===== src/design/bra_pkg.sv =====
// Shared constants, codes and types of the bitmap run allocator.
// Used by bra_word_scan and bitmap_run_allocator; depends on nothing.
package bra_pkg;

	localparam int BLOCKS_PER_PAGE = 256;
	localparam int NUM_PAGES       = 4;
	localparam int BLOCK_BYTES     = 16;

	localparam int BLK_W      = 8;   // block index and run length fields
	localparam int PAGE_W     = 2;   // page field
	localparam int OPEN_W     = 3;   // count of opened pages, up to NUM_PAGES
	localparam int SIZE_W     = 12;
	localparam int BYTE_SHIFT = $clog2(BLOCK_BYTES);

	localparam int WORD_BITS  = 8;
	localparam int NUM_WORDS  = BLOCKS_PER_PAGE / WORD_BITS;
	localparam int WORD_IDX_W = $clog2(NUM_WORDS);
	localparam int WORD_SH    = $clog2(WORD_BITS);

	localparam int LEN_DEPTH  = NUM_PAGES * BLOCKS_PER_PAGE;
	localparam int LEN_ADDR_W = $clog2(LEN_DEPTH);

	localparam logic [SIZE_W-1:0] LARGE_LIMIT = SIZE_W'(13'h1000 - 13'h010);

	localparam logic [1:0] ST_DONE     = 2'd0;
	localparam logic [1:0] ST_NO_RUN   = 2'd1;
	localparam logic [1:0] ST_BAD_FREE = 2'd2;

	localparam logic REQ_ALLOC = 1'b0;
	localparam logic REQ_FREE  = 1'b1;

	// running state of the first-fit search, carried from word to word
	typedef struct packed {
		logic [BLK_W-1:0] cnt;
		logic             found;
		logic [BLK_W-1:0] start;
	} scan_t;

endpackage


===== src/design/bra_word_scan.sv =====
// One step of the first-fit search: walks one word of the used map.
// Depends on bra_pkg for widths and the scan_t state record.
module bra_word_scan (
	input  logic [bra_pkg::WORD_BITS-1:0] word,
	input  logic [bra_pkg::BLK_W-1:0]     base,
	input  logic [bra_pkg::BLK_W-1:0]     need,
	input  bra_pkg::scan_t                st_in,
	output bra_pkg::scan_t                st_out
);

	bra_pkg::scan_t st;

	always_comb begin
		st = st_in;
		for (int i = 0; i < bra_pkg::WORD_BITS; i++) begin
			if (!st.found) begin
				if (!word[i]) begin
					st.cnt = st.cnt + bra_pkg::BLK_W'(1);
					if (st.cnt == need) begin
						st.found = 1'b1;
						// run ends at this bit: start = index + 1 - need
						st.start = bra_pkg::BLK_W'(base + bra_pkg::BLK_W'(i)
							+ bra_pkg::BLK_W'(1) - need);
					end
				end else begin
					st.cnt = '0;
				end
			end
		end
	end

	assign st_out = st;

endmodule


===== config.mk =====
export PLATFORM = sky130hd
export DESIGN_NAME = bra_word_scan
export DESIGN_NICKNAME = d
export VERILOG_FILES = /design/src/design/bra_pkg.sv /design/src/design/bra_word_scan.sv
export SDC_FILE = /design/constraint.sdc
export NUM_CORES = 1
export LEC_CHECK = 0
export ABC_AREA = 1
export BUFFER_PORTS_ARGS = -buffer_cell sky130_fd_sc_hd__buf_2
export CORE_ASPECT_RATIO = 1.5
export CORE_MARGIN = 4
export CORE_UTILIZATION = 64
export DETAILED_ROUTE_END_ITERATION = 8
export PLACE_DENSITY = 0.85
export RECOVER_POWER = 25
export REMOVE_ABC_BUFFERS = 1
export SYNTH_ARGS = -nofsm -noshare
export SYNTH_HDL_FRONTEND = slang
export SYNTH_SLANG_ARGS = --single-unit

===== constraint.sdc =====
create_clock -name vclk -period 9.8
set_input_delay 1.47 -clock vclk [all_inputs]
set_output_delay 1.47 -clock vclk [all_outputs]
set_load 0.01 [all_outputs]

==> out/qor.yml <==
first_iter_violations: 676
hold_buffers: 0
setup_slack_ns: 0.352
power-per-cell-area_nw_per_um2: 62.1
crit_required_ns: 8.33
slew_viol_final: 0
yosys_warnings: 0
critPathTopFamily: "simple AND/OR/NAND/NOR gates"
synth.distinct_cells: 45
status: "finished clean"
grt.overflow.total: 0
crit_path_end_kind: "output port"
crit_type: "in -> out"
postRouteAntennaNets: 0
grt_use_total: 0.326
drt_pass1_iterations: 5
dp_cells: 1380
nNetsFinal: 1385
worstPathMaxFanout: 10
swShare: 0.651
antenna_found_initial: 0
cap_violations: 0
seq_power_share: 0
arrival_ns: 7.98
setup_violations: 0
avgSynthCellArea_um2: 5.33
dr_wl_met3_um: 1910
synth.area.top_cells: "nand2_1 (24%), nand3_1 (14%), ha_1 (8.7%)"
n_antenna_cell: 0
gp_congestion: 0.969
drt-met1-wl_um: 7640
tightest_slew_ns: 0.831
slowest_delay_ns: 0.35
ys_seq_area_frac: 0
finalCriticalPeriod_ns: 9.45
via_per_inst: 5.96
start_kind: "primary input"
cp_num_cells: 54
ir_drop_uv: 35.6
port_buffers: 58
maxSlewHeadroom: 0.442
min-delay-start: "word[7]"
final_common_cell: "nand2_1"
netlist_instances: 1219
crit_path_end: "st_out[0]"
dp_hpwl_um: 16400
die-area_um2: 11900
rows: 44
internal_power_mw: 0.157
wl_um: 21500
grt_max_degree: 17
period_share: 0.964
drive_gt1_frac: 0.180
top_layer: "met4"
fillers: 849
fp.dieH_um: 131
final_cell_mix: "nand2_1 (410), nand3_1 (171), inv_1 (118)"
yosysTopAreaCellShare: 0.243
stdcell_count: 1400
fp.dieW_um: 90.3
regArea_um2: 0
startpoint: "st_in[9]"
p_clk_frac: 0
start_util: 0.663
seq_cells: 0
area_delta_synth_final_pct: 11.6
netlist_area_um2: 6500
cp_common_cell: "nand2_1"
drc: 0
hold_violations: 0
vias: 8350
core-area_um2: 9800
setup_tns_ns: 0
cp_slowest_cell: "ha_2"
hold_class: "in -> out"
power.total_mw: 0.451
io_pins: 58
route.met2.wl_um: 10500
p_sw_mw: 0.293
grt_pass1_wl_um: 33000
multi_input_area_um2: 6040
p_leak_nw: 3.83
dp_slack_ns: 0.184
cp_num_buf_inv: 5
wire_per_inst_um: 15.4
combinationalPowerShare: 1.000
yosysTopAreaCell: "nand2_1"
timing.fmax_mhz: 106
n_clock_buffer: 0
grt_pass1_vias: 7397
metrics by stage:
stage | area [µm²] | hold WS (ns) | util
floorplan | 6320 | 3.22 | -
global placement | 6880 | 3.47 | 0.702
detailed placement | 6880 | 3.49 | 0.702
CTS | 6880 | 3.49 | 0.702
global route | 7260 | 3.47 | 0.741
finish | 7260 | 3.44 | 0.741
power groups by stage:
| stage | clock network (mW) | logic [mW] | registers [mW] |
|---|---|---|---|
| after floorplan | 0 | 0.315 | 0 |
| after global placement | 0 | 0.408 | 0 |
| after detailed placement | 0 | 0.417 | 0 |
| after CTS | 0 | 0.419 | 0 |
| after global routing | 0 | 0.502 | 0 |
| final | 0 | 0.451 | 0 |
what timing repair did:
| action | in CTS | in global routing |
|---|---|---|
| setup endpoints to repair | 0 | 17 |
| gates resized for setup | 0 | 52 |
| setup buffers | 0 | 15 |
worst min path at each step:
stage,to,slack (ns),depth (start not counted)
2_1_floorplan,st_out[8],3.22,5
3_3_place_gp,st_out[9],3.47,5
3_5_place_dp,st_out[9],3.49,5
4_1_cts,st_out[9],3.49,5
5_1_grt,st_out[12],3.47,5
6_report,st_out[9],3.44,5
kinds of logic (layout without fill, tap and decap cells):
| family | Yosys count | count (layout) | share of synthesized area |
|---|---|---|---|
| adders and majority gates | 57 | 57 | 0.124 |
| and+or+nand+nor | 792 | 795 | 0.556 |
| xor gates and xnor gates | 53 | 53 | 0.0735 |
| AOI/OAI and AO/OA | 145 | 146 | 0.135 |
| buffers and inverters | 171 | 233 | 0.110 |
| muxes | 1 | 1 | 0.00154 |
cell usage after synthesis, drive strengths merged (2+ instances only):
| master | count |
|---|---|
| a21oi | 27 |
| nand4 | 15 |
| o21bai | 3 |
| buf | 18 |
| xnor2 | 11 |
| ha | 45 |
| o22ai | 10 |
| a31oi | 2 |
| o21ai | 75 |
| nor2 | 122 |
| o21a | 2 |
| or2 | 2 |
| nand2 | 455 |
| inv | 137 |
| fa | 12 |
| o211ai | 22 |
| nand3b | 7 |
| clkinv | 6 |
| nor3 | 2 |
| nand3 | 186 |
| clkbuf | 10 |
| xor2 | 41 |
area by class of cell:
type / instances / area share
timing repair inverter: 1 / 0.000690
timing repair buffer: 89 / 0.0721
inverter: 143 / 0.0747
multi-input combinational: 1052 / 0.833
tap: 115 / 0.0198
per-layer routing:
| layer | up-vias | global-route usage |
|---|---|---|
| met4 | 0 | 0.174 |
| li1 | 4106 | - |
| met5 | - | 0 |
| met1 | 3673 | 0.372 |
| met3 | 144 | 0.0315 |
| met2 | 427 | 0.593 |
Power figures use the tool's default switching activity.
